==> src/sv/cmt_pkg.sv <==
// ----------------------------------------------------------------------------
// cmt_pkg
// Shared types, constants and tables of the cylinder tessellator.
// ----------------------------------------------------------------------------
package cmt_pkg;

  localparam int MAX_SLICES   = 256;
  localparam int MAX_STACKS   = 31;
  localparam int CORDIC_STEPS = 16;

  localparam int SLICE_W = 9;
  localparam int STACK_W = 5;
  localparam int IDX_W   = 14;
  localparam int ADDR_W  = 2;

  // Register indexes of the configuration port
  localparam logic [ADDR_W-1:0] REG_RADIUS = 2'd0;
  localparam logic [ADDR_W-1:0] REG_SLICES = 2'd1;
  localparam logic [ADDR_W-1:0] REG_STACKS = 2'd2;

  localparam logic signed [31:0] CORDIC_GAIN = 32'sd652032874;
  localparam logic signed [31:0] HALF_Q16    = 32'sd32768;

  typedef logic signed [31:0] coord_t;

  // One slice's work, passed from front to back
  typedef struct packed {
    coord_t             x2;
    coord_t             z2;
    coord_t             x3;
    coord_t             z3;
    logic [IDX_W-1:0]   base;
    logic [STACK_W-1:0] stacks;
    logic [16:0]        lvl_q;
    logic [STACK_W-1:0] lvl_r;
  } slice_job_t;

  // Arctangent of 2^-i as a fraction of a turn
  function automatic logic [31:0] atan_turns(input logic [4:0] i);
    logic [31:0] v;
    case (i)
      5'd0:    v = 32'h20000000;
      5'd1:    v = 32'h12E4051E;
      5'd2:    v = 32'h09FB385B;
      5'd3:    v = 32'h051111D4;
      5'd4:    v = 32'h028B0D43;
      5'd5:    v = 32'h0145D7E1;
      5'd6:    v = 32'h00A2F61E;
      5'd7:    v = 32'h00517C55;
      5'd8:    v = 32'h0028BE53;
      5'd9:    v = 32'h00145F2F;
      5'd10:   v = 32'h000A2F98;
      5'd11:   v = 32'h000517CC;
      5'd12:   v = 32'h00028BE6;
      5'd13:   v = 32'h000145F3;
      5'd14:   v = 32'h0000A2FA;
      5'd15:   v = 32'h0000517D;
      5'd16:   v = 32'h000028BE;
      5'd17:   v = 32'h0000145F;
      5'd18:   v = 32'h00000A30;
      5'd19:   v = 32'h00000518;
      5'd20:   v = 32'h0000028C;
      5'd21:   v = 32'h00000146;
      5'd22:   v = 32'h000000A3;
      5'd23:   v = 32'h00000051;
      default: v = 32'h00000000;
    endcase
    return v;
  endfunction

endpackage

==> src/sv/cmt_front.sv <==
// ----------------------------------------------------------------------------
// cmt_front
// Accepts a slice index, finds the two rim points (divide, CORDIC, scale)
// and the stack level stride, then hands one job to the queue.
// ----------------------------------------------------------------------------
module cmt_front import cmt_pkg::*; (
  input  logic               clk,
  input  logic               rst,
  input  logic               push,
  input  logic [7:0]         slice_index,
  output logic               full,
  input  logic [15:0]        radius,
  input  logic [SLICE_W-1:0] slice_count,
  input  logic [STACK_W-1:0] stack_count,
  output logic               job_valid,
  output slice_job_t         job,
  input  logic               job_ready
);

  localparam logic [2:0] S_IDLE  = 3'd0;
  localparam logic [2:0] S_DIV   = 3'd1;
  localparam logic [2:0] S_PREP  = 3'd2;
  localparam logic [2:0] S_CORD  = 3'd3;
  localparam logic [2:0] S_SCALE = 3'd4;
  localparam logic [2:0] S_PUSH  = 3'd5;

  typedef struct packed {
    coord_t x;
    coord_t y;
    coord_t z;
  } rot_t;

  typedef struct packed {
    coord_t c;
    coord_t s;
  } cs_t;

  logic [2:0]         state;
  logic [4:0]         cnt;
  logic [SLICE_W-1:0] slices;
  logic [STACK_W-1:0] stacks;
  logic [31:0]        quo_a, quo_b;
  logic [SLICE_W-1:0] rem_a, rem_b;
  logic [16:0]        quo_s;
  logic [STACK_W-1:0] rem_s;
  logic [1:0]         quad_a, quad_b;
  rot_t               rot_a, rot_b;
  coord_t             x2, z2, x3, z3;
  logic [IDX_W-1:0]   base;

  logic [SLICE_W-1:0] slices_eff;
  logic [STACK_W-1:0] stacks_eff;
  logic [SLICE_W-1:0] kb;
  logic [SLICE_W:0]   ra2, rb2;
  logic [SLICE_W:0]   ra_sub, rb_sub;
  logic               ra_ge, rb_ge;
  logic [STACK_W:0]   rs2, rs_sub;
  logic               rs_ge;
  logic [32:0]        sum_a, sum_b;
  logic [33:0]        z34_a, z34_b;
  rot_t               step_a, step_b;
  cs_t                cs_a, cs_b;
  coord_t             mul_op;
  logic signed [48:0] prod;
  logic signed [48:0] rounded;
  logic [14:0]        base_full;

  function automatic rot_t cordic_step(input rot_t r, input logic [4:0] i);
    rot_t   o;
    coord_t dx, dy;
    dx = r.y >>> i;
    dy = r.x >>> i;
    if (!r.z[31]) begin
      o.x = r.x - dx;
      o.y = r.y + dy;
      o.z = r.z - $signed(atan_turns(i));
    end else begin
      o.x = r.x + dx;
      o.y = r.y - dy;
      o.z = r.z + $signed(atan_turns(i));
    end
    return o;
  endfunction

  function automatic cs_t quad_apply(input logic [1:0] q, input rot_t r);
    cs_t o;
    case (q)
      2'd0:    begin o.c = r.x;  o.s = r.y;  end
      2'd1:    begin o.c = -r.y; o.s = r.x;  end
      2'd2:    begin o.c = -r.x; o.s = -r.y; end
      default: begin o.c = r.y;  o.s = -r.x; end
    endcase
    return o;
  endfunction

  // Clamp configuration to the supported range
  always_comb begin
    if (slice_count < SLICE_W'(3)) slices_eff = SLICE_W'(3);
    else if (slice_count > SLICE_W'(MAX_SLICES)) slices_eff = SLICE_W'(MAX_SLICES);
    else slices_eff = slice_count;
    if (stack_count == '0) stacks_eff = STACK_W'(1);
    else if (stack_count > STACK_W'(MAX_STACKS)) stacks_eff = STACK_W'(MAX_STACKS);
    else stacks_eff = stack_count;
  end

  assign kb        = {1'b0, slice_index} + SLICE_W'(1);
  assign base_full = 15'(slice_index * ({1'b0, stacks_eff, 1'b0} + 7'd2));

  // One restoring quotient bit per divider
  assign ra2    = {rem_a, 1'b0};
  assign rb2    = {rem_b, 1'b0};
  assign ra_ge  = ra2 >= {1'b0, slices};
  assign rb_ge  = rb2 >= {1'b0, slices};
  assign ra_sub = ra2 - {1'b0, slices};
  assign rb_sub = rb2 - {1'b0, slices};
  assign rs2    = {rem_s, (cnt == 5'd15)};
  assign rs_ge  = rs2 >= {1'b0, stacks};
  assign rs_sub = rs2 - {1'b0, stacks};

  // Fold phase to an octant-centered residual plus quadrant
  assign sum_a = {1'b0, quo_a} + 33'h020000000;
  assign sum_b = {1'b0, quo_b} + 33'h020000000;
  assign z34_a = {2'b00, quo_a} - {1'b0, sum_a[32:30], 30'b0};
  assign z34_b = {2'b00, quo_b} - {1'b0, sum_b[32:30], 30'b0};

  assign step_a = cordic_step(rot_a, cnt);
  assign step_b = cordic_step(rot_b, cnt);
  assign cs_a   = quad_apply(quad_a, rot_a);
  assign cs_b   = quad_apply(quad_b, rot_b);

  // Share one multiplier over the four rim coordinates
  always_comb begin
    case (cnt[1:0])
      2'd0:    mul_op = cs_a.c;
      2'd1:    mul_op = cs_a.s;
      2'd2:    mul_op = cs_b.c;
      default: mul_op = cs_b.s;
    endcase
  end

  assign prod    = $signed({1'b0, radius}) * mul_op;
  assign rounded = (prod + 49'sd2097152) >>> 22;

  assign full      = (state != S_IDLE);
  assign job_valid = (state == S_PUSH);
  assign job.x2     = x2;
  assign job.z2     = z2;
  assign job.x3     = x3;
  assign job.z3     = z3;
  assign job.base   = base;
  assign job.stacks = stacks;
  assign job.lvl_q  = quo_s;
  assign job.lvl_r  = rem_s;

  // Sequence one slice through divide, rotate and scale
  always_ff @(posedge clk) begin
    if (rst) begin
      state <= S_IDLE;
      cnt   <= '0;
    end else begin
      unique case (state)
        S_IDLE: begin
          if (push && ({1'b0, slice_index} < slices_eff)) begin
            slices <= slices_eff;
            stacks <= stacks_eff;
            rem_a  <= {1'b0, slice_index};
            rem_b  <= (kb == slices_eff) ? '0 : kb;
            rem_s  <= '0;
            quo_a  <= '0;
            quo_b  <= '0;
            quo_s  <= '0;
            base   <= base_full[IDX_W-1:0];
            cnt    <= '0;
            state  <= S_DIV;
          end
        end
        S_DIV: begin
          rem_a <= ra_ge ? ra_sub[SLICE_W-1:0] : ra2[SLICE_W-1:0];
          rem_b <= rb_ge ? rb_sub[SLICE_W-1:0] : rb2[SLICE_W-1:0];
          rem_s <= rs_ge ? rs_sub[STACK_W-1:0] : rs2[STACK_W-1:0];
          quo_a <= {quo_a[30:0], ra_ge};
          quo_b <= {quo_b[30:0], rb_ge};
          quo_s <= {quo_s[15:0], rs_ge};
          cnt   <= cnt + 5'd1;
          if (cnt == 5'd31) state <= S_PREP;
        end
        S_PREP: begin
          quad_a  <= sum_a[31:30];
          quad_b  <= sum_b[31:30];
          rot_a.x <= CORDIC_GAIN;
          rot_a.y <= '0;
          rot_a.z <= z34_a[31:0];
          rot_b.x <= CORDIC_GAIN;
          rot_b.y <= '0;
          rot_b.z <= z34_b[31:0];
          cnt     <= '0;
          state   <= S_CORD;
        end
        S_CORD: begin
          rot_a <= step_a;
          rot_b <= step_b;
          if (cnt == 5'(CORDIC_STEPS - 1)) begin
            cnt   <= '0;
            state <= S_SCALE;
          end else begin
            cnt <= cnt + 5'd1;
          end
        end
        S_SCALE: begin
          case (cnt[1:0])
            2'd0:    x2 <= rounded[31:0];
            2'd1:    z2 <= rounded[31:0];
            2'd2:    x3 <= rounded[31:0];
            default: z3 <= rounded[31:0];
          endcase
          cnt <= cnt + 5'd1;
          if (cnt[1:0] == 2'd3) state <= S_PUSH;
        end
        S_PUSH: begin
          if (job_ready) state <= S_IDLE;
        end
        default: state <= S_IDLE;
      endcase
    end
  end

endmodule

==> src/sv/cmt_queue.sv <==
// ----------------------------------------------------------------------------
// cmt_queue
// Two-entry job queue between the front and back parts.
// ----------------------------------------------------------------------------
module cmt_queue import cmt_pkg::*; (
  input  logic       clk,
  input  logic       rst,
  input  logic       in_valid,
  input  slice_job_t in_job,
  output logic       in_ready,
  output logic       out_valid,
  output slice_job_t out_job,
  input  logic       out_ready
);

  slice_job_t slots [2];
  logic       wr_ptr;
  logic       rd_ptr;
  logic [1:0] count;
  logic       do_wr, do_rd;

  assign in_ready  = (count != 2'd2);
  assign out_valid = (count != 2'd0);
  assign out_job   = slots[rd_ptr];
  assign do_wr     = in_valid && in_ready;
  assign do_rd     = out_valid && out_ready;

  // Store payload
  always_ff @(posedge clk) begin
    if (do_wr) slots[wr_ptr] <= in_job;
  end

  // Advance pointers and occupancy
  always_ff @(posedge clk) begin
    if (rst) begin
      wr_ptr <= 1'b0;
      rd_ptr <= 1'b0;
      count  <= 2'd0;
    end else begin
      if (do_wr) wr_ptr <= ~wr_ptr;
      if (do_rd) rd_ptr <= ~rd_ptr;
      count <= count + {1'b0, do_wr} - {1'b0, do_rd};
    end
  end

endmodule

==> src/sv/cmt_back.sv <==
// ----------------------------------------------------------------------------
// cmt_back
// Walks one slice job and emits its triangles into the result register, one
// per cycle while the receiver pops them.
// ----------------------------------------------------------------------------
module cmt_back import cmt_pkg::*; (
  input  logic             clk,
  input  logic             rst,
  input  logic             job_valid,
  input  slice_job_t       job,
  output logic             job_ready,
  output logic             empty,
  input  logic             pop,
  output coord_t           ax,
  output coord_t           ay,
  output coord_t           az,
  output coord_t           bx,
  output coord_t           by_coord,
  output coord_t           bz,
  output coord_t           cx,
  output coord_t           cy,
  output coord_t           cz,
  output logic [IDX_W-1:0] triangle_index,
  output logic             last_of_slice
);

  localparam logic [1:0] ST_TOP   = 2'd0;
  localparam logic [1:0] ST_SIDE1 = 2'd1;
  localparam logic [1:0] ST_SIDE2 = 2'd2;
  localparam logic [1:0] ST_BOT   = 2'd3;

  typedef struct packed {
    logic [16:0]        q;
    logic [STACK_W-1:0] r;
  } lvl_t;

  logic               busy;
  logic [1:0]         stage;
  logic [STACK_W-1:0] k;
  slice_job_t         cur;
  logic [16:0]        qa;
  lvl_t               nxt;
  logic [IDX_W-1:0]   tri_idx;
  logic               out_valid;
  logic               advance;
  lvl_t               first_lvl, step_lvl;
  coord_t             yt, yb;

  // Next stack level from running quotient and remainder
  function automatic lvl_t lvl_step(input lvl_t a, input logic [16:0] dq,
                                    input logic [STACK_W-1:0] dr,
                                    input logic [STACK_W-1:0] s);
    lvl_t             o;
    logic [STACK_W:0] sum;
    logic [STACK_W:0] sub;
    sum = {1'b0, a.r} + {1'b0, dr};
    sub = sum - {1'b0, s};
    if (sum >= {1'b0, s}) begin
      o.r = sub[STACK_W-1:0];
      o.q = a.q + dq + 17'd1;
    end else begin
      o.r = sum[STACK_W-1:0];
      o.q = a.q + dq;
    end
    return o;
  endfunction

  assign first_lvl = lvl_step('{q: 17'd0, r: job.stacks >> 1}, job.lvl_q, job.lvl_r,
                              job.stacks);
  assign step_lvl  = lvl_step(nxt, cur.lvl_q, cur.lvl_r, cur.stacks);
  assign yt        = HALF_Q16 - $signed({15'b0, qa});
  assign yb        = HALF_Q16 - $signed({15'b0, nxt.q});

  assign empty     = !out_valid;
  assign job_ready = !busy;
  assign advance   = busy && (!out_valid || pop);

  // Load a job and step through its triangles
  always_ff @(posedge clk) begin
    if (rst) begin
      busy <= 1'b0;
    end else if (!busy) begin
      if (job_valid) begin
        busy    <= 1'b1;
        cur     <= job;
        stage   <= ST_TOP;
        k       <= '0;
        qa      <= '0;
        nxt     <= first_lvl;
        tri_idx <= job.base;
      end
    end else if (advance) begin
      tri_idx <= tri_idx + IDX_W'(1);
      unique case (stage)
        ST_TOP:   stage <= ST_SIDE1;
        ST_SIDE1: stage <= ST_SIDE2;
        ST_SIDE2: begin
          k     <= k + STACK_W'(1);
          qa    <= nxt.q;
          nxt   <= step_lvl;
          stage <= ((k + STACK_W'(1)) == cur.stacks) ? ST_BOT : ST_SIDE1;
        end
        ST_BOT:   busy <= 1'b0;
        default:  busy <= 1'b0;
      endcase
    end
  end

  // Hold the result until popped
  always_ff @(posedge clk) begin
    if (rst) begin
      out_valid <= 1'b0;
    end else if (advance) begin
      out_valid <= 1'b1;
    end else if (pop) begin
      out_valid <= 1'b0;
    end
  end

  // Fill the result register
  always_ff @(posedge clk) begin
    if (advance) begin
      triangle_index <= tri_idx;
      last_of_slice  <= (stage == ST_BOT);
      case (stage)
        ST_TOP: begin
          ax <= '0;      ay <= HALF_Q16;       az <= '0;
          bx <= cur.x2;  by_coord <= HALF_Q16; bz <= cur.z2;
          cx <= cur.x3;  cy <= HALF_Q16;       cz <= cur.z3;
        end
        ST_SIDE1: begin
          ax <= cur.x2;  ay <= yt;             az <= cur.z2;
          bx <= cur.x2;  by_coord <= yb;       bz <= cur.z2;
          cx <= cur.x3;  cy <= yb;             cz <= cur.z3;
        end
        ST_SIDE2: begin
          ax <= cur.x3;  ay <= yb;             az <= cur.z3;
          bx <= cur.x3;  by_coord <= yt;       bz <= cur.z3;
          cx <= cur.x2;  cy <= yt;             cz <= cur.z2;
        end
        default: begin
          ax <= '0;      ay <= -HALF_Q16;       az <= '0;
          bx <= cur.x3;  by_coord <= -HALF_Q16; bz <= cur.z3;
          cx <= cur.x2;  cy <= -HALF_Q16;       cz <= cur.z2;
        end
      endcase
    end
  end

endmodule

==> src/sv/cylinder_mesh_tessellator.sv <==
// ----------------------------------------------------------------------------
// cylinder_mesh_tessellator
// Emits the triangles of one slice of a unit-height cylinder per slice index.
// ----------------------------------------------------------------------------
// Input queue: drive slice_index with push while full is low. An index not
// below the clamped slice count is taken and dropped with no result.
// Result queue: while empty is low the oldest triangle is on the ports; pop
// takes it. Each slice yields 2*stacks+2 triangles, the last one flagged by
// last_of_slice.
// Configuration: cfg_we writes cfg_wdata to register cfg_addr (0 radius,
// 1 slice count, 2 stack count); the user must write only while the block is
// idle, which the block itself does not enforce.
// A slice's job passes 32 divide steps for the rim phases, 16 CORDIC steps and
// the shared-multiplier scale of the four rim coordinates before it reaches
// the queue. The front takes no new index until it has handed its job to the
// queue; the back emits one triangle per cycle while the receiver pops, with a
// load between slices, through a two-job queue.
// A stalled receiver holds the result register; the back and then the queue
// fill, and full stays high once the front cannot hand off. Reset empties
// both sides and restores radius 1.0, 16 slices and 1 stack.
// ----------------------------------------------------------------------------
module cylinder_mesh_tessellator import cmt_pkg::*; (
  input  logic               clk,
  input  logic               rst,
  input  logic               push,
  output logic               full,
  input  logic [7:0]         slice_index,
  output logic               empty,
  input  logic               pop,
  output coord_t             ax,
  output coord_t             ay,
  output coord_t             az,
  output coord_t             bx,
  output coord_t             by_coord,
  output coord_t             bz,
  output coord_t             cx,
  output coord_t             cy,
  output coord_t             cz,
  output logic [IDX_W-1:0]   triangle_index,
  output logic               last_of_slice,
  input  logic               cfg_we,
  input  logic [ADDR_W-1:0]  cfg_addr,
  input  logic [15:0]        cfg_wdata
);

  logic [15:0]        radius;
  logic [SLICE_W-1:0] slice_count;
  logic [STACK_W-1:0] stack_count;
  logic               f_valid, f_ready, b_valid, b_ready;
  slice_job_t         f_job, b_job;

  // Configuration registers
  always_ff @(posedge clk) begin
    if (rst) begin
      radius      <= 16'd256;
      slice_count <= SLICE_W'(16);
      stack_count <= STACK_W'(1);
    end else if (cfg_we) begin
      unique case (cfg_addr)
        REG_RADIUS: radius      <= cfg_wdata;
        REG_SLICES: slice_count <= cfg_wdata[SLICE_W-1:0];
        REG_STACKS: stack_count <= cfg_wdata[STACK_W-1:0];
        default:    ;
      endcase
    end
  end

  cmt_front u_front (
    .clk         (clk),
    .rst         (rst),
    .push        (push),
    .slice_index (slice_index),
    .full        (full),
    .radius      (radius),
    .slice_count (slice_count),
    .stack_count (stack_count),
    .job_valid   (f_valid),
    .job         (f_job),
    .job_ready   (f_ready)
  );

  cmt_queue u_queue (
    .clk       (clk),
    .rst       (rst),
    .in_valid  (f_valid),
    .in_job    (f_job),
    .in_ready  (f_ready),
    .out_valid (b_valid),
    .out_job   (b_job),
    .out_ready (b_ready)
  );

  cmt_back u_back (
    .clk            (clk),
    .rst            (rst),
    .job_valid      (b_valid),
    .job            (b_job),
    .job_ready      (b_ready),
    .empty          (empty),
    .pop            (pop),
    .ax             (ax),
    .ay             (ay),
    .az             (az),
    .bx             (bx),
    .by_coord       (by_coord),
    .bz             (bz),
    .cx             (cx),
    .cy             (cy),
    .cz             (cz),
    .triangle_index (triangle_index),
    .last_of_slice  (last_of_slice)
  );

endmodule

==> config.mk <==
export PLATFORM = sky130hd
export DESIGN_NAME = cylinder_mesh_tessellator
export DESIGN_NICKNAME = d
export VERILOG_FILES = /design/src/sv/cmt_pkg.sv /design/src/sv/cmt_front.sv /design/src/sv/cmt_queue.sv /design/src/sv/cmt_back.sv /design/src/sv/cylinder_mesh_tessellator.sv
export SDC_FILE = /design/constraint.sdc
export NUM_CORES = 2
export LEC_CHECK = 0
export ABC_AREA = 1
export BUFFER_PORTS_ARGS = -buffer_cell sky130_fd_sc_hd__buf_2
export CAP_MARGIN = 10
export CORE_MARGIN = 3
export CORE_UTILIZATION = 60
export DETAILED_ROUTE_END_ITERATION = 10
export PLACE_DENSITY = 0.82
export SYNTH_ARGS = -nofsm -noshare
export SYNTH_HDL_FRONTEND = slang
export SYNTH_MEMORY_MAX_BITS = 65536
export SYNTH_SLANG_ARGS = --single-unit
==> constraint.sdc <==
create_clock -name clk -period 51.4 [get_ports clk]
set_input_delay 10.28 -clock clk [delete_from_list [all_inputs] [get_ports clk]]
set_output_delay 10.28 -clock clk [all_outputs]
set_load 0.05 [all_outputs]
After elaboration in Yosys (flattened, before gate mapping) --
Memories as Yosys holds them, arrays and structs flattened. A register that Yosys moved wholly into a read port is not among the register bits. Index checks and enable logic that the tools add are counted.
Storage, ports and cells: input bits 31, bits in registers 966, output and inout port bits 305, bits in read-only memories 3840, memories 5, bits in writable memories 338, bits in latches 0, word-level logic and storage cells 276
Operators by class: bitwise gates (word level) 5, add/sub/neg operators 40, $lt $le $gt $ge 9, multiplexer cells 86, reductions and logical operators 41, shift operators 4, divide/modulo/power cells 0, multipliers 2, equal/unequal tests 30
Memory list:
- (name not given) | depth 32, width 30, read ports 1, clocked after memory_dff 1, write ports 0, line cmt_pkg.sv:41 | case (i)
- (name not given) | depth 32, width 30, read ports 1, clocked after memory_dff 1, write ports 0, line cmt_pkg.sv:41
- (name not given) | depth 32, width 30, read ports 1, clocked after memory_dff 1, write ports 0, line cmt_pkg.sv:41
- (name not given) | depth 32, width 30, read ports 1, clocked after memory_dff 1, write ports 0, line cmt_pkg.sv:41
- u_queue.slots | depth 2, width 169, read ports 1, clocked after memory_dff 1, write ports 1, line cmt_queue.sv:16 | slice_job_t slots [2];
Operator list (number):
- $pmux 64 s3 | 2
- $pmux 96 s2 | 2
- $mux 32 | 9
- $pmux 32 s3 | 3
- $pmux 32 s2 | 4
- $sub 32x32->32 | 8
- $add 32x32->32 | 6
- $mux 96 | 2
- $mux 22 | 6
- $neg 32->32 | 4
- $sshr 32x5->32 | 4
- $mux 17 | 5
- $mux 5 | 17
- $add 32x30->32 const B | 2
- $mux 9 | 7
- $add 49x23->49 const B | 1
- $mul 17x32->49 | 1
- $mux 14 | 3
- $pmux 9 s2 | 2
- $sub 16x17->18 const A | 2
- $add 17x1->17 const B | 2
- $pmux 17 s2 | 1
- $reduce_and 3->1 | 8
- $ge 10x9->1 | 2
- 51 further kinds | 114

Longest topological paths before layout --
word-level depth 9, depth in mapped cells 40, gate-level depth less buffers 40

Hierarchy --
A second synthesis with hierarchy kept.
Unflattened totals: cells, all modules 12375, area, all modules 102791.1 um2
By module, submodules not included:
- cmt_front | times used 1, cells an instance 9548, area an instance 66944.2 um2, sequential area each 13823.3 um2
- cmt_back | times used 1, cells an instance 2072, area an instance 21690.8 um2, sequential area each 13793.2 um2
- cmt_queue | times used 1, cells an instance 563, area an instance 12858.6 um2, sequential area each 10249.8 um2
- cylinder_mesh_tessellator | times used 1, cells an instance 192, area an instance 1297.5 um2, sequential area each 600.6 um2

Worst setup path after synthesis --
OpenSTA, ideal clock, no wires.
path type input to register, start in rst, end reg u_front.rot_a[0] (netlist name), enable pin, path slack 26868 ps, library setup time 979 ps, path buffers 1, stages 2, arrival 23553 ps, required time 50421 ps, cells stage by stage clkbuf_1 -> nor3_1
Between the ends: word-level cells in the longest chain between the ends 2
RTL lines:
- start, declared | line cylinder_mesh_tessellator.sv:24 | input logic rst,
- $not 1->1 (no line)
- $reduce_and 2->1 (no line)
- end signal, assigned | line cmt_front.sv:200 | rot_a <= step_a;
- end, declared | line cmt_front.sv:47 | rot_t rot_a, rot_b;
Every way passes these cells. A chain may end at the register's enable or synchronous reset.

Worst setup path in the final report --
start in slice_index[5], end reg u_front.base[12], data pin
Between the ends: word-level cells in the longest chain between the ends 1
RTL lines:
- start, declared | line cylinder_mesh_tessellator.sv:27 | input logic [7:0] slice_index,
- $mul 8x15->14 | line cmt_front.sv:107 | assign base_full = 15'(slice_index * ({1'b0, stacks_eff, 1'b0} + 7'd2));
- via u_front.base_full[12] | line cmt_front.sv:66 | logic [14:0] base_full;
- end signal, assigned | line cmt_front.sv:172 | base <= base_full[IDX_W-1:0];
- end, declared | line cmt_front.sv:49 | logic [IDX_W-1:0] base;
The timed path passes the listed nets, and every way through them passes these cells.

==> results.toml <==
[critical_path]
reg2regPathDepth = 31
start_kind = "input pin"
cp.required_ns = 51.93
r2r-end = "u_front.x2[23]"
end_kind = "flop"
crit_fanout = 8
cp.arrival_ns = 13.89
crit_type = "in2reg"
r2r-start = "u_front.cnt[0]"
reg2reg_slack_ns = 40.78

[cts]
clock_sinks = 1214
cts_tree = "yes"
cts-root-buf = "clkbuf_16"
cts_setup_buffers = 0
clk_pin_slew_ns = 0.06
clockBufferDepth = 3
clock_latency_ns = 0.81
numCtsBuffers = 121
ctsHtreeMaxLevel = 3
ctsHoldBuffers = 0
cts_resized = 0

[run]
cap_viol_max_count = 0

[placed_design]
port_buffers = 335
gp_congestion = 1.050
hpwl_mm = 235.9

[timing]
fin_tns_setup_ns = 0
fin_crit_ns = 13.36
final.period_utilization_pct = 25.99
worst_pin_slew_ns = 1.339
setup_viol = 0
final-hold-violation-count = 0
rsz0062_at_grt = "no"
slew_viol_final = 0
slew_headroom_pct = 10.72
max_freq_mhz = 74.85
finClkSkew_ns = 0.06294

[logic_synthesis]
yosysWarnings = 0
synth_top_area_share_pct = 34.80
netlist_top_cells_count = "2685 x nand2_1, 1644 x inv_1, 1226 x nor2_1"
dominantRegCellSynth = "edfxtp_1"
synth_edf_count = 1139
yosysSeqAreaShare_pct = 36.32
synthTopCellsByArea = "edfxtp_1 35%, fa_1 11%, nand2_1 10%"
ys_ff_latch = 1214
synth_nets = 13320
synth.most_common_cell = "nand2_1"
synth_area_sq_mm = 0.09829
synth_cell_types = 64
ys_async_sr_fraction_pct = 0
yosys.area.top_type = "edfxtp_1"
netlist_instances = 12300
avgSynthCellArea_sq_um = 7.993

[drt]
first_pass_iters = 7
drt_iter0_drc = 10560
vias = 88230
routed_wl_mm = 315.0
wl_per_cell_um = 21.68
via_per_inst = 6.074
drc_errors = 0
ant_nets = 0

[global_routing]
grt_pass1_wl_mm = 480.2
antenna_found_initial = 5
grt_pass1_vias = 84320
grt_max_degree = 181
grt_usage_pct = 36.54
overflow = 0

[floorplanning]
dieArea_sq_mm = 0.1687
start_util_pct = 60.80
die_h_um = 410.7
pin_count = 336
core_area_sq_mm = 0.1617
rows = 147
fp.dieW_um = 410.7

[min_path]
hold_path_depth = 0
hold_class = "reg2reg"
min_delay_worst_endpoint = "u_queue.slots[0][74]"
worstHoldStart = "u_front.x3[1]"

[layout]
syn_to_final_growth_pct = 6.707
fin_nets = 13290
drive_gt1_share_pct = 6.398

[status]
status = "finished, final reports clean"
## logic make-up (layout without fill, tap and decap cells)
family	Yosys count	count (layout)	share of synthesized area, %
other	0	4	0
adder cells (fa/ha/maj)	993	993	16.66
AO/OA/AOI/OAI	1927	1927	10.85
multiplexers	1	1	0.01018
AND/OR/NAND/NOR	5524	5524	23.63
buffers and inverters	2271	2337	9.257
flip-flops	1214	1214	36.32
XOR/XNOR	367	367	3.270
## per-layer routing
layer / up-vias / track usage, % / share of wire, %
li1: 40510 / - / -
met1: 41470 / 48.29 / 39
met2: 5226 / 56.64 / 44
met3: 1018 / 8.425 / 11
met4: 2 / 18.36 / 5.9
met5: - / 0 / 0.0041
## sequential cells by signal (all words and copies together) (netlist names), 18 cells and up, named ones only
signal           flops
u_queue.slots      296
u_back.cur         135
u_front.rot_a       96
u_front.rot_b       96
u_front.quo_a       32
u_front.quo_b       32
u_back.ax           27
u_back.az           27
u_back.bx           27
u_back.bz           27
u_back.cx           27
u_back.cz           27
u_front.x2          27
u_front.x3          27
u_front.z2          27
u_front.z3          27
u_back.nxt          22
u_back.ay           18
u_back.by_coord     18
## per-stage QoR
stage / std cells / util (%) / instance area [sq um] / setup WS [ns] / hold slack, ns
2_1_floorplan: 12300 / - / 98290 / 26.87 / 0.4215
3_3_place_gp: 14300 / 62.36 / 100800 / 37.08 / 0.4219
3_5_place_dp: 14300 / 62.36 / 100800 / 37.19 / 0.4296
4_1_cts: 14520 / 64.87 / 104900 / 38.05 / 0.4419
5_1_grt: 14520 / 64.87 / 104900 / 37.81 / 0.4512
6_report: 14530 / 64.88 / 104900 / 38.04 / 0.4424
## critical path, cell delays in order
cell and delay, ns:
buf_2 0.18, inv_1 0.14, nor2_1 0.08, fa_1 0.54, inv_1 0.06, fa_1 0.49
fa_1 0.49, inv_1 0.05, ha_1 0.17, ha_1 0.35, a21oi_1 0.15, nand2_1 0.10
a21oi_1 0.13, inv_1 0.05, a21oi_1 0.21, nor2_1 0.06, o21ai_0 0.14, nand2_1 0.08
xor2_1 0.14
## cell type report
class,instances,area [sq um]
Fill cell,13520,56790
Multi-Input combinational cell,8812,53620
Sequential cell,1214,35720
Inverter,1684,6334
Clock buffer,138,3092
Tap cell,2160,2703
Timing Repair Buffer,428,2437
Clock inverter,87,963.4
Antenna cell,4,10.01
## cells in the final DEF, fill, tap and decap left out, types with 33 or more instances in the layout
master	count
a21o_1	34
a21oi_1	750
a31oi_1	58
buf_2	335
buf_4	88
clkbuf_16	121
clkinv_1	33
dfxtp_1	68
edfxtp_1	1139
fa_1	526
ha_1	464
inv_1	1640
nand2_1	2684
nand3_1	1213
nand4_1	106
nor2_1	1218
nor3_1	110
nor4_1	39
o211ai_1	63
o21a_1	58
o21ai_0	715
o21ai_1	53
o22ai_1	42
or2_2	60
xnor2_1	91
xor2_1	276
## worst max-delay path by stage
stage / from / end / slack (ns)
2_1_floorplan: rst / u_front.rot_a[0] / 26.87
3_3_place_gp: slice_index[5] / u_front.base[12] / 37.08
3_5_place_dp: slice_index[5] / u_front.base[12] / 37.19
4_1_cts: slice_index[5] / u_front.base[12] / 38.05
5_1_grt: slice_index[5] / u_front.base[12] / 37.81
6_report: slice_index[5] / u_front.base[12] / 38.04
Power is left out: the tool's default activity adds up to more than one toggle a clock period on the data nets, which glitch-free logic cannot reach.
